$ cat config.mk
export PLATFORM = sky130hd
export DESIGN_NAME = cmhd_cell
export DESIGN_NICKNAME = d
export VERILOG_FILES = /design/src/cmhd_pkg.sv /design/src/cmhd_cell.sv
export SDC_FILE = /design/constraint.sdc
export NUM_CORES = 1
export LEC_CHECK = 0
export ABC_AREA = 1
export ABC_CLOCK_PERIOD_IN_PS = 8300
export BUFFER_PORTS_ARGS = -buffer_cell sky130_fd_sc_hd__buf_2
export CORE_MARGIN = 2
export CORE_UTILIZATION = 59
export DETAILED_ROUTE_END_ITERATION = 6
export GPL_TIMING_DRIVEN = 1
export MAX_ROUTING_LAYER = met4
export PLACE_DENSITY_LB_ADDON = 0.05
export SYNTH_ARGS = -nofsm -noshare
export SYNTH_HDL_FRONTEND = slang
export SYNTH_SLANG_ARGS = --single-unit
$ cat constraint.sdc
create_clock -name clk -period 8.3 [get_ports clk]
set_input_delay 2.075 -clock clk [delete_from_list [all_inputs] [get_ports clk]]
set_output_delay 2.075 -clock clk [all_outputs]
set_load 0.05 [all_outputs]
$ cat src/cmhd_pkg.sv
// ----------------------------------------------------------------------------
// cmhd_pkg: shared types and constants
// Beat formats, action codes and defaults for the constellation map and hard
// demap core.
// ----------------------------------------------------------------------------
package cmhd_pkg;

    localparam int MAX_POINTS_DEF = 16;
    localparam int LABEL_BITS_DEF = 8;

    localparam int CFG_W  = 5;
    localparam int SAMP_W = 16;
    localparam int LBL_W  = 8;
    localparam int IDX_W  = 4;
    localparam int DIST_W = 18;

    localparam logic [CFG_W-1:0] POINTS_RESET = 5'd16;

    localparam logic [1:0] ACT_LOAD  = 2'd0;
    localparam logic [1:0] ACT_MAP   = 2'd1;
    localparam logic [1:0] ACT_DEMAP = 2'd2;
    localparam logic [1:0] ACT_NONE  = 2'd3;

    typedef struct packed {
        logic [1:0]               action;
        logic [IDX_W-1:0]         entry_index;
        logic signed [SAMP_W-1:0] in_re;
        logic signed [SAMP_W-1:0] in_im;
        logic [LBL_W-1:0]         in_label;
    } cmhd_in_t;

    typedef struct packed {
        logic signed [SAMP_W-1:0] out_re;
        logic signed [SAMP_W-1:0] out_im;
        logic [LBL_W-1:0]         out_label;
        logic                     no_match;
    } cmhd_out_t;

    // Item as it travels along the cell chain, with the partial search result.
    typedef struct packed {
        logic [1:0]               action;
        logic [IDX_W-1:0]         entry_index;
        logic signed [SAMP_W-1:0] re;
        logic signed [SAMP_W-1:0] im;
        logic [LBL_W-1:0]         label;
        logic                     found;
        logic signed [SAMP_W-1:0] res_re;
        logic signed [SAMP_W-1:0] res_im;
        logic [DIST_W-1:0]        best_dist;
        logic [LBL_W-1:0]         best_label;
    } cmhd_tok_t;

endpackage

$ cat src/cmhd_cell.sv
// ----------------------------------------------------------------------------
// cmhd_cell: one constellation point cell
// Holds one table entry and updates the passing beat: stores the point on a
// matching load, records the first label match, and keeps the nearest point.
// ----------------------------------------------------------------------------
module cmhd_cell #(
    parameter int INDEX      = 0,
    parameter int LABEL_BITS = cmhd_pkg::LABEL_BITS_DEF
) (
    input  logic                 clk,
    input  logic                 rst_n,
    input  logic                 adv,
    input  logic                 active,
    input  logic                 prev_valid,
    input  cmhd_pkg::cmhd_tok_t  prev_tok,
    output logic                 valid,
    output cmhd_pkg::cmhd_tok_t  tok
);
    import cmhd_pkg::*;

    logic signed [SAMP_W-1:0] pt_re_reg;
    logic signed [SAMP_W-1:0] pt_im_reg;
    logic [LABEL_BITS-1:0]    pt_label_reg;

    logic                     valid_reg;
    cmhd_tok_t                tok_reg;
    cmhd_tok_t                tok_next;

    logic signed [SAMP_W:0]   d_re;
    logic signed [SAMP_W:0]   d_im;
    logic [SAMP_W:0]          a_re;
    logic [SAMP_W:0]          a_im;
    logic [DIST_W-1:0]        man_dist;
    logic                     load_hit;

    assign d_re = {prev_tok.re[SAMP_W-1], prev_tok.re} - {pt_re_reg[SAMP_W-1], pt_re_reg};
    assign d_im = {prev_tok.im[SAMP_W-1], prev_tok.im} - {pt_im_reg[SAMP_W-1], pt_im_reg};
    assign a_re = d_re[SAMP_W] ? (SAMP_W+1)'(-d_re) : d_re;
    assign a_im = d_im[SAMP_W] ? (SAMP_W+1)'(-d_im) : d_im;
    assign man_dist = DIST_W'(a_re) + DIST_W'(a_im);

    assign load_hit = prev_valid && (prev_tok.action == ACT_LOAD)
                      && (32'(prev_tok.entry_index) == INDEX);

    always_comb
    begin
        tok_next = prev_tok;
        case (prev_tok.action)
            ACT_MAP:
            begin
                if (active && !prev_tok.found
                    && (prev_tok.label[LABEL_BITS-1:0] == pt_label_reg))
                begin
                    tok_next.found  = 1'b1;
                    tok_next.res_re = pt_re_reg;
                    tok_next.res_im = pt_im_reg;
                end
            end
            ACT_DEMAP:
            begin
                // The first cell seeds the search; later cells replace only on
                // a strictly smaller distance, so the lowest index wins a tie.
                if ((INDEX == 0) || (active && (man_dist < prev_tok.best_dist)))
                begin
                    tok_next.best_dist  = man_dist;
                    tok_next.best_label = LBL_W'(pt_label_reg);
                end
            end
            default:
            begin
                tok_next = prev_tok;
            end
        endcase
    end

    always_ff @(posedge clk or negedge rst_n)
    begin
        if (!rst_n)
        begin
            valid_reg <= 1'b0;
        end
        else if (adv)
        begin
            valid_reg <= prev_valid;
        end
    end

    always_ff @(posedge clk)
    begin
        if (adv)
        begin
            tok_reg <= tok_next;
            if (load_hit)
            begin
                pt_re_reg    <= prev_tok.re;
                pt_im_reg    <= prev_tok.im;
                pt_label_reg <= prev_tok.label[LABEL_BITS-1:0];
            end
        end
    end

    assign valid = valid_reg;
    assign tok   = tok_reg;

endmodule

==> results.json, run 1 <==
{
  "status": "complete, no violations",
  "viasPerCell": 5.07,
  "die_h_um": 128,
  "critPathKind": "primary input to flip-flop",
  "ys_types": 43,
  "largest_reg_flops": 105,
  "ys.flop_type": "edfxtp_1",
  "whs_ps": 526,
  "cts_resized": 0,
  "synth_fp_nets": 1261,
  "max_freq_mhz": 180,
  "wl_per_cell_um": 13.9,
  "critPathCaptureType": "flip-flop",
  "cts_inserted_buffers": 17,
  "cts_tree": "done",
  "dpl_cell_area_um2": 10400,
  "antenna_cells": 0,
  "gp_congestion": 0.918,
  "hold_viol_final": 0,
  "async_flop_share": 0.00685,
  "cts_root_buf": "clkbuf_16",
  "synth-seq-cells": 146,
  "worstSetupStartpointType": "primary input",
  "drt_iter0_drc": 535,
  "die_area_um2": 16400,
  "fin_crit_ps": 5560,
  "rsz0062_at_grt": "no",
  "netlist_instances": 1097,
  "power_density_nw_per_um2": 211,
  "cts.clk_slew.worst_paths_ps": 60,
  "cts_num_sinks": 146,
  "tns_ps": 0,
  "grt_pass1_wl_um": 34100,
  "hold_path.class": "flip-flop to flip-flop",
  "antenna_found_initial": 0,
  "syn2layout_area_growth_pct": 20.8,
  "drv_slew": 0,
  "portBuffers": 215,
  "worst_pin_slew_ps": 1110,
  "antenna_left": 0,
  "nets": 1484,
  "grt_pass1_vias": 7118,
  "ir_drop_uv": 146,
  "ctsHoldBuffers": 0,
  "p_total_w": 0.00232,
  "num_vias": 7712,
  "stdcell_area_um2": 11000,
  "grt-ovfl-total": 0,
  "synth.yosys.seq_area_share": 0.481,
  "h-tree-depth": 4,
  "synth_top_area_share": 0.478,
  "grt_usage": 0.273,
  "ys_warn_count": 0,
  "dpl.hpwl_um": 16000,
  "drive_above_1_share": 0.224,
  "first_pass_iters": 4,
  "synth_top_cell_by_area": "edfxtp_1",
  "drcViolationCount": 0,
  "worstPathMaxFanout": 19,
  "io_pins": 216,
  "post-route-util": 0.727,
  "rows": 45,
  "cts.repair_timing.setup_buffer_count": 0,
  "insertion_delay_ps": 440,
  "die_w_um": 128,
  "drv_cap": 0,
  "syn_avg_cell_area_um2": 8.30,
  "initial_core_util": 0.601,
  "max_stage_delay_ps": 470,
  "synth_edf_count": 145,
  "setup_viol": 0,
  "syn_area_um2": 9110,
  "crit_slowest_cell": "fa_1",
  "core-area_um2": 15100,
  "max_slew_margin": 0.255,
  "clock_skew_ps": 18.6,
  "crit_chain": "buf_2 -> inv_1 -> ha_1 -> fa_1 -> inv_1 -> nand3_1 -> nand2_2 -> nand2_1 -> nand2_2 -> nand3_2 -> nand3_1 -> nand2_4 -> or2_1 -> o21ai_2 -> inv_1 -> fa_1 -> o21ai_1 -> a21oi_1 -> o21ai_1 -> nand3_1 -> nand2_1 -> nand2_1 -> nand3_1 -> nand2_1",
  "leakage_nw": 5.63,
  "yosys-top-cells-area": "edfxtp_1 48%, nand2_1 15%, inv_1 7.4%",
  "cp.arrival_ps": 5740,
  "post-route-period-util": 0.670,
  "grt_max_degree": 65,
  "crit_required_ps": 8480,
  "cts_max_path_buffers": 2,
  "wirelength_um": 21100
}
-- worst max-delay path: cells and delay by family --
kind / cells / cell delay, ps
compound gates: 4 / 800
fa+ha+maj: 3 / 1110
buf+inv: 4 / 340
simple gates: 13 / 1400
-- area by class of cell --
cell class,instances,area (µm²)
fillers,1182,4140
well taps,188,235
multi-input cells,746,3930
flip-flops and latches,146,4380
inverters,190,716
clock buffers,17,425
repair buffers,219,1110
clock inverters,15,208
-- metrics by stage --
step,setup WS (ps),cells
2_1_floorplan,1350,1097
3_3_place_gp,2490,1489
3_5_place_dp,2350,1489
4_1_cts,2760,1521
5_1_grt,2330,1521
6_report,2740,1521
-- cell families after synthesis --
logic type	synth area share
AO/OA/AOI/OAI	0.0663
adder cells (fa/ha/maj)	0.0766
buffers and inverters	0.0882
AND/OR/NAND/NOR	0.258
flip-flops	0.481
XOR/XNOR	0.0297
-- metal layers --
layer | wire length (µm) | GRT usage
met3 | 1530 | 0.0518
met5 | 0 | -
met1 | 9620 | 0.359
met2 | 9590 | 0.432
met4 | 392 | 0.0879
-- cells in the mapped netlist (all sizes together) (11+ instances only) --
| master | count |
|---|---|
| xor2 | 16 |
| inv | 189 |
| clkbuf | 11 |
| ha | 51 |
| edfxtp | 145 |
| nand2 | 379 |
| a21oi | 30 |
| nand3 | 77 |
| nor2 | 69 |
| xnor2 | 14 |
| o21ai | 64 |
-- cell usage in the layout (no fill, tap or decap), types with 17 or more instances in the layout --
cell type,instances
nand2_1,355
buf_2,214
nand2_2,20
nor2_1,64
ha_1,51
a21oi_1,30
clkbuf_16,17
o21ai_0,58
nand3_1,73
edfxtp_1,145
inv_1,180
-- path summary, 6_finish.rpt --
path	start	endpoint	slack (ps)	cells after the start
setup / recovery	prev_tok[83]	tok[24]	2740	24
hold / removal	valid	valid	530	2
setup reg to reg	pt_re_reg[0]	tok[24]	4120	22
hold reg to reg	valid	valid	530	2
max in group asynchronous	rst_n	valid	6800	1
min in group asynchronous	rst_n	valid	1420	1
-- where the power goes --
part	switching [W]	internal [W]	total, W
Sequential	0.00000984	0.000864	0.000874
Combinational	0.000437	0.000185	0.000622
Clock	0.000317	0.000506	0.000823
Total	0.000764	0.00155	0.00232
No activity file was read; power rests on OpenSTA's default activity.
==> inputs of run 2 (changes only) <==
Settings changed: ABC_AREA 1 to 0, ABC_CLOCK_PERIOD_IN_PS 8300 to 5000, CORE_UTILIZATION 59 to 49.
Clock period 8.3 ns to 5 ns, I/O delays scaled along.
==> run 2 against run 1 <==
  * Critical path depth is 4 lower
  * Clock power up 48%
  * Utilization is 2.4 points lower
  * First-iteration DRC count fell by 40%
  * Clock skew shrank 11 ps
  * Synthesized area fell by 7.7%
  * Final area up 6.6%
  * Register-to-register slack lost 3700 ps
  * Final cell count is 12% lower
  * Sequential cell count stayed put
  * Via count decreased by 8.2%
  * Synthesized cell count decreased by 33%
  * Largest cell class unchanged
  * Largest power group unchanged
==> results.json, run 2 <==
{
  "crit_slowest_cell": "or4_1",
  "grt_max_degree": 55,
  "dpl.hpwl_um": 16700,
  "max_stage_delay_ps": 490,
  "drv_slew": 0,
  "syn2layout_area_growth_pct": 39.5,
  "gp_congestion": 0.844,
  "synth_edf_count": 145,
  "netlist_instances": 730,
  "fillCellCount": 1297,
  "clock_skew_ps": 7.22,
  "cts_tree": "done",
  "hold_path.class": "flip-flop to flip-flop",
  "reg2reg_to": "tok[24]",
  "p_comb_frac": 0.325,
  "cp.arrival_ps": 5280,
  "ff2ff_setup_slack_ps": 460,
  "synthTopCellsByCount": "145 x edfxtp_1, 69 x nand2_1, 51 x ha_1",
  "io_pins": 216,
  "power_density_nw_per_um2": 338,
  "ys_warn_count": 0,
  "p_int_w": 0.00263,
  "max_freq_mhz": 201,
  "cts_max_path_buffers": 2,
  "crit_chain": "buf_8 -> inv_8 -> ha_4 -> fa_2 -> nor2b_2 -> o31a_1 -> o22ai_2 -> o211a_1 -> or3b_4 -> a31o_4 -> o21a_1 -> fa_2 -> nor2b_1 -> o21ai_1 -> a21boi_1 -> o21ai_2 -> a21oi_4 -> a2111oi_2 -> or4_1 -> nand3_1",
  "cts.clk_slew.worst_paths_ps": 70,
  "crit_required_ps": 5300,
  "p_sw_frac": 0.337,
  "final_cell_mix": "212 x buf_2, 158 x buf_4, 145 x edfxtp_1",
  "leakage_nw": 5.11,
  "async_flop_share": 0.00685,
  "largest_reg_flops": 105,
  "mostFrequentLayoutCell": "buf_2",
  "synth_fp_nets": 894,
  "drt_iter0_drc": 319,
  "ys_types": 67,
  "cpMostUsedCell": "fa_2",
  "worstPathMaxFanout": 8,
  "synth-seq-cells": 146,
  "antenna_left": 0,
  "num_vias": 7076,
  "ir_drop_uv": 256,
  "hold_viol_final": 0,
  "grt-ovfl-total": 0,
  "holdPathStages": 1,
  "drv_cap": 0,
  "tns_ps": 0,
  "critPathBufInv": 2,
  "core-area_um2": 16700,
  "synth.most_common_cell": "edfxtp_1",
  "cp_top_family": "compound AO/OA/AOI/OAI gates",
  "setup_viol": 0,
  "first_pass_iters": 5,
  "worstHoldStart": "valid",
  "worst_pin_slew_ps": 1140,
  "wirelength_um": 21700,
  "drcViolationCount": 0,
  "ctsHoldBuffers": 0,
  "clock_power_share": 0.308,
  "critPathCaptureType": "flip-flop",
  "cts_num_sinks": 146,
  "p_total_w": 0.00396,
  "die_area_um2": 18200,
  "post-route-period-util": 0.997,
  "cts_inserted_buffers": 17,
  "drive_above_1_share": 0.447,
  "worstSetupStartpointType": "primary input",
  "fin_crit_ps": 4990,
  "critPathKind": "primary input to flip-flop",
  "insertion_delay_ps": 430,
  "max_slew_margin": 0.241,
  "rsz0062_at_grt": "yes",
  "status": "complete, no violations",
  "viasPerCell": 5.29,
  "grt_pass1_vias": 7218,
  "antenna_cells": 0,
  "die_h_um": 135,
  "ys.flop_type": "edfxtp_1",
  "grt_usage": 0.245,
  "antenna_found_initial": 0,
  "synth.yosys.seq_area_share": 0.521,
  "wl_per_cell_um": 16.3,
  "die_w_um": 135,
  "nets": 1268,
  "cts_root_buf": "clkbuf_16",
  "startpoint": "prev_tok[67]",
  "synth_top_cell_by_area": "edfxtp_1",
  "p_seq_frac": 0.367,
  "place_ws_ps": -593,
  "initial_core_util": 0.503,
  "grt_pass1_wl_um": 34500,
  "reg2reg_from": "pt_im_reg[0]",
  "reg2reg_depth": 18,
  "fin_ws_ps": 12.7,
  "yosys-top-cells-area": "edfxtp_1 52%, ha_1 7.6%, mux2_2 4.6%",
  "rows": 47,
  "portBuffers": 215,
  "synth_top_area_share": 0.518,
  "h-tree-depth": 4,
  "p_sw_w": 0.00134,
  "syn_area_um2": 8400,
  "syn_avg_cell_area_um2": 11.5,
  "hold_path_end": "valid"
}
[run 2: cell count changes after synthesis, moves of 20 or more]
cell     before  now
nand2_2      20    0
nand2_1     355   69
nor2_1       64   40
inv_1       180   48
xnor2_1      14   37
o21ai_0      58   37
nand3_1      73   10
mux2_2        0   34
[run 2: what timing repair did]
item | 4_1_cts | 5_1_grt
resized for setup | 6 | 38
buffers inserted | 3 | 4
pin swaps | 12 | 33
setup endpoints to repair | 6 | 11
[run 2: cell families (layout without fill, tap and decap cells)]
group                    count (synthesis)  in the layout  synth area share
adder cells (fa/ha/maj)                 54             54            0.0831
AND/OR/NAND/NOR                        209            209             0.124
flip-flops                             146            146             0.521
XOR/XNOR                                59             59            0.0615
multiplexers                            34             34            0.0456
buffers and inverters                   66            453            0.0317
AO/OA/AOI/OAI                          162            162             0.133
[run 2: stage by stage]
| step | cells | cell area [µm²] | utilization | hold slack, ps |
|---|---|---|---|---|
| CTS | 1333 | 11500 | 0.691 | 524 |
| floorplan | 730 | 8520 | - | 533 |
| finish | 1337 | 11700 | 0.702 | 520 |
| global route | 1337 | 11700 | 0.702 | 543 |
| global placement | 1298 | 10900 | 0.654 | 486 |
| detailed placement | 1298 | 10900 | 0.654 | 510 |
[run 2: area by class of cell]
cell class,instances,area [µm²],area share
Tap cell,220,275,0.0235
Clock buffer,17,425,0.0363
Sequential cell,146,4380,0.373
Clock inverter,15,139,0.0118
Multi-Input combinational cell,518,4040,0.344
Timing Repair Buffer,373,2280,0.195
Inverter,48,188,0.0160
[run 2: worst max-delay path by stage]
stage              end  cells past startpoint
5_1_grt        tok[24]                     20
3_5_place_dp   tok[24]                     21
2_1_floorplan  tok[21]                     21
4_1_cts        tok[22]                     21
3_3_place_gp   tok[21]                     21
6_report       tok[24]                     20
[run 2: power groups by stage]
stage          Sequential (W)  Combinational, W  Clock (W)
3_5_place_dp          0.00148           0.00122          0
3_3_place_gp          0.00148           0.00120          0
2_1_floorplan         0.00175          0.000492          0
6_report              0.00145           0.00129    0.00122
5_1_grt               0.00146           0.00139    0.00129
4_1_cts               0.00146           0.00124    0.00124
[run 2: metal layers]
layer,part of all wire,global-route usage,vias up
li1,-,-,3494
met1,0.43,0.300,3352
met2,0.51,0.427,208
met3,0.045,0.0383,22
met4,0.012,0.0625,0
met5,0,-,-
==> inputs of run 3 (changes only) <==
==> constraint.sdc (replaced) <==
create_clock -name clk -period 5 [get_ports clk]
set_input_delay 1.5 -clock clk [delete_from_list [all_inputs] [get_ports clk]]
set_output_delay 1.5 -clock clk [all_outputs]
set_load 0.05 [all_outputs]
==> run 3 against run 2 <==
  * The run now ends with negative setup slack left
  * Critical endpoint is now tok[23]
  * Final area grew 5.0%
  * Largest power group is now combinational cells
  * Power grew 7.1%
  * Largest cell class unchanged
  * Clock power up 9%
==> results.json, run 3 (same netlist as run 2, synthesis figures left out) <==
{
  "ctsHoldBuffers": 0,
  "fin_crit_ps": 5190,
  "gp_congestion": 0.827,
  "viasPerCell": 5.26,
  "power_density_nw_per_um2": 344,
  "num_vias": 7244,
  "drv_slew": 0,
  "grt_usage": 0.251,
  "p_int_w": 0.00283,
  "met3WireLength_um": 995,
  "max_freq_mhz": 193,
  "syn2layout_area_growth_pct": 46.6,
  "post-route-period-util": 1.04,
  "p_comb_frac": 0.343,
  "antenna_left": 0,
  "hold_viol_final": 0,
  "max_slew_margin": 0.188,
  "first_pass_iters": 4,
  "drive_above_1_share": 0.487,
  "drt_iter0_drc": 309,
  "cts_root_buf": "clkbuf_16",
  "grt_pass1_wl_um": 35100,
  "worstSetupStartpointType": "primary input",
  "cts_tree": "done",
  "portBuffers": 215,
  "nets": 1307,
  "clock_skew_ps": 8.53,
  "grt_pass1_vias": 7389,
  "cts_max_path_buffers": 2,
  "wirelength_um": 22500,
  "wl_met1_um": 9600,
  "status": "finished with violations",
  "hold_path.class": "flip-flop to flip-flop",
  "antenna_found_initial": 0,
  "drcViolationCount": 0,
  "cts.clk_slew.worst_paths_ps": 70,
  "mostFrequentLayoutCell": "buf_2",
  "crit_required_ps": 5270,
  "worstPathMaxFanout": 6,
  "insertion_delay_ps": 430,
  "leakage_nw": 5.38,
  "wl_per_cell_um": 16.3,
  "final_cells": 1376,
  "grt_max_degree": 58,
  "dpl.hpwl_um": 16300,
  "cts_inserted_buffers": 17,
  "cp.arrival_ps": 5460,
  "die_h_um": 135,
  "antenna_cells": 0,
  "failed_checks": "negative setup slack",
  "die_area_um2": 18200,
  "cts_num_sinks": 146,
  "io_pins": 216,
  "rows": 47,
  "ir_drop_uv": 283,
  "fin_ws_ps": -188,
  "rsz0062_at_grt": "yes",
  "setup_viol": 10,
  "h-tree-depth": 4,
  "whs_ps": 517,
  "largest_reg_flops": 105,
  "drv_cap": 0,
  "core-area_um2": 16700,
  "worst_pin_slew_ps": 1220,
  "critPathKind": "primary input to flip-flop",
  "wl_met2_um": 11600,
  "highest_layer": "met4",
  "clock_power_share": 0.314,
  "final_cell_mix": "210 x buf_2, 193 x buf_4, 145 x edfxtp_1",
  "p_sw_frac": 0.332,
  "p_seq_frac": 0.343,
  "grt-ovfl-total": 0,
  "p_sw_w": 0.00141,
  "tns_ps": -1210,
  "critPathCaptureType": "flip-flop",
  "die_w_um": 135,
  "initial_core_util": 0.503,
  "numPlacedInstances": 1317
}
==> run 3: critical path, stage by stage <==
cell	delay (ps)
buf_8	100
ha_4	210
a211o_1	270
or3_4	380
o211ai_4	200
a211oi_2	100
o21a_1	220
o21ai_4	290
buf_4	170
buf_6	90
nand2_1	70
xnor2_2	150
ha_1	320
a21o_1	170
a21o_1	160
a21oi_2	150
buf_4	140
nor2b_4	40
a31oi_2	150
nand3_2	140
and3_4	200
o31ai_4	210
==> run 3: path summary, 6_finish.rpt <==
path	startpoint	to	slack [ps]	cells past startpoint
min	valid	valid	520	1
min in group asynchronous	rst_n	valid	830	1
max in group asynchronous	rst_n	valid	4080	1
min reg2reg	valid	valid	520	1
max reg2reg	pt_re_reg[7]	tok[23]	450	22
max	prev_tok[90]	tok[23]	-190	22
==> run 3: timing repair <==
item | in CTS | in global routing
pin swaps | 53 | 31
endpoints found under the setup margin | 11 | 14
buffers inserted | 25 | 9
gates resized for setup | 54 | 41
gates cloned | 0 | 0
==> run 3: power by group through the flow <==
stage / logic, W / registers [W] / clock network (W)
detailed placement: 0.00123 / 0.00148 / 0
CTS: 0.00135 / 0.00146 / 0.00134
global placement: 0.00121 / 0.00148 / 0
floorplan: 0.000492 / 0.00175 / 0
global route: 0.00157 / 0.00146 / 0.00139
finish: 0.00146 / 0.00145 / 0.00133
==> run 3: area by class of cell <==
| cell class | instances | area [µm²] |
|---|---|---|
| clock buffers | 17 | 425 |
| clock inverters | 15 | 188 |
| fillers | 1208 | 4380 |
| inverters | 48 | 188 |
| multi-input cells | 518 | 4250 |
| flip-flops and latches | 146 | 4380 |
| well taps | 220 | 275 |
| repair buffers | 412 | 2610 |
==> run 3: metrics by stage <==
| stage | instance area [µm²] | utilization | worst slack [ps] | power (W) |
|---|---|---|---|---|
| 4_1_cts | 12100 | 0.723 | -164 | 0.00415 |
| 5_1_grt | 12300 | 0.737 | -376 | 0.00442 |
| 3_3_place_gp | 11100 | 0.662 | -788 | 0.00269 |
| 3_5_place_dp | 11100 | 0.662 | -873 | 0.00272 |
| 2_1_floorplan | 8520 | - | -553 | 0.00224 |
| 6_report | 12300 | 0.737 | -188 | 0.00424 |
==> run 3: routing by layer <==
| metal | vias to the layer above | track usage |
|---|---|---|
| met5 | - | - |
| met1 | 3466 | 0.305 |
| met2 | 192 | 0.439 |
| li1 | 3561 | - |
| met4 | 0 | 0.0723 |
| met3 | 25 | 0.0342 |
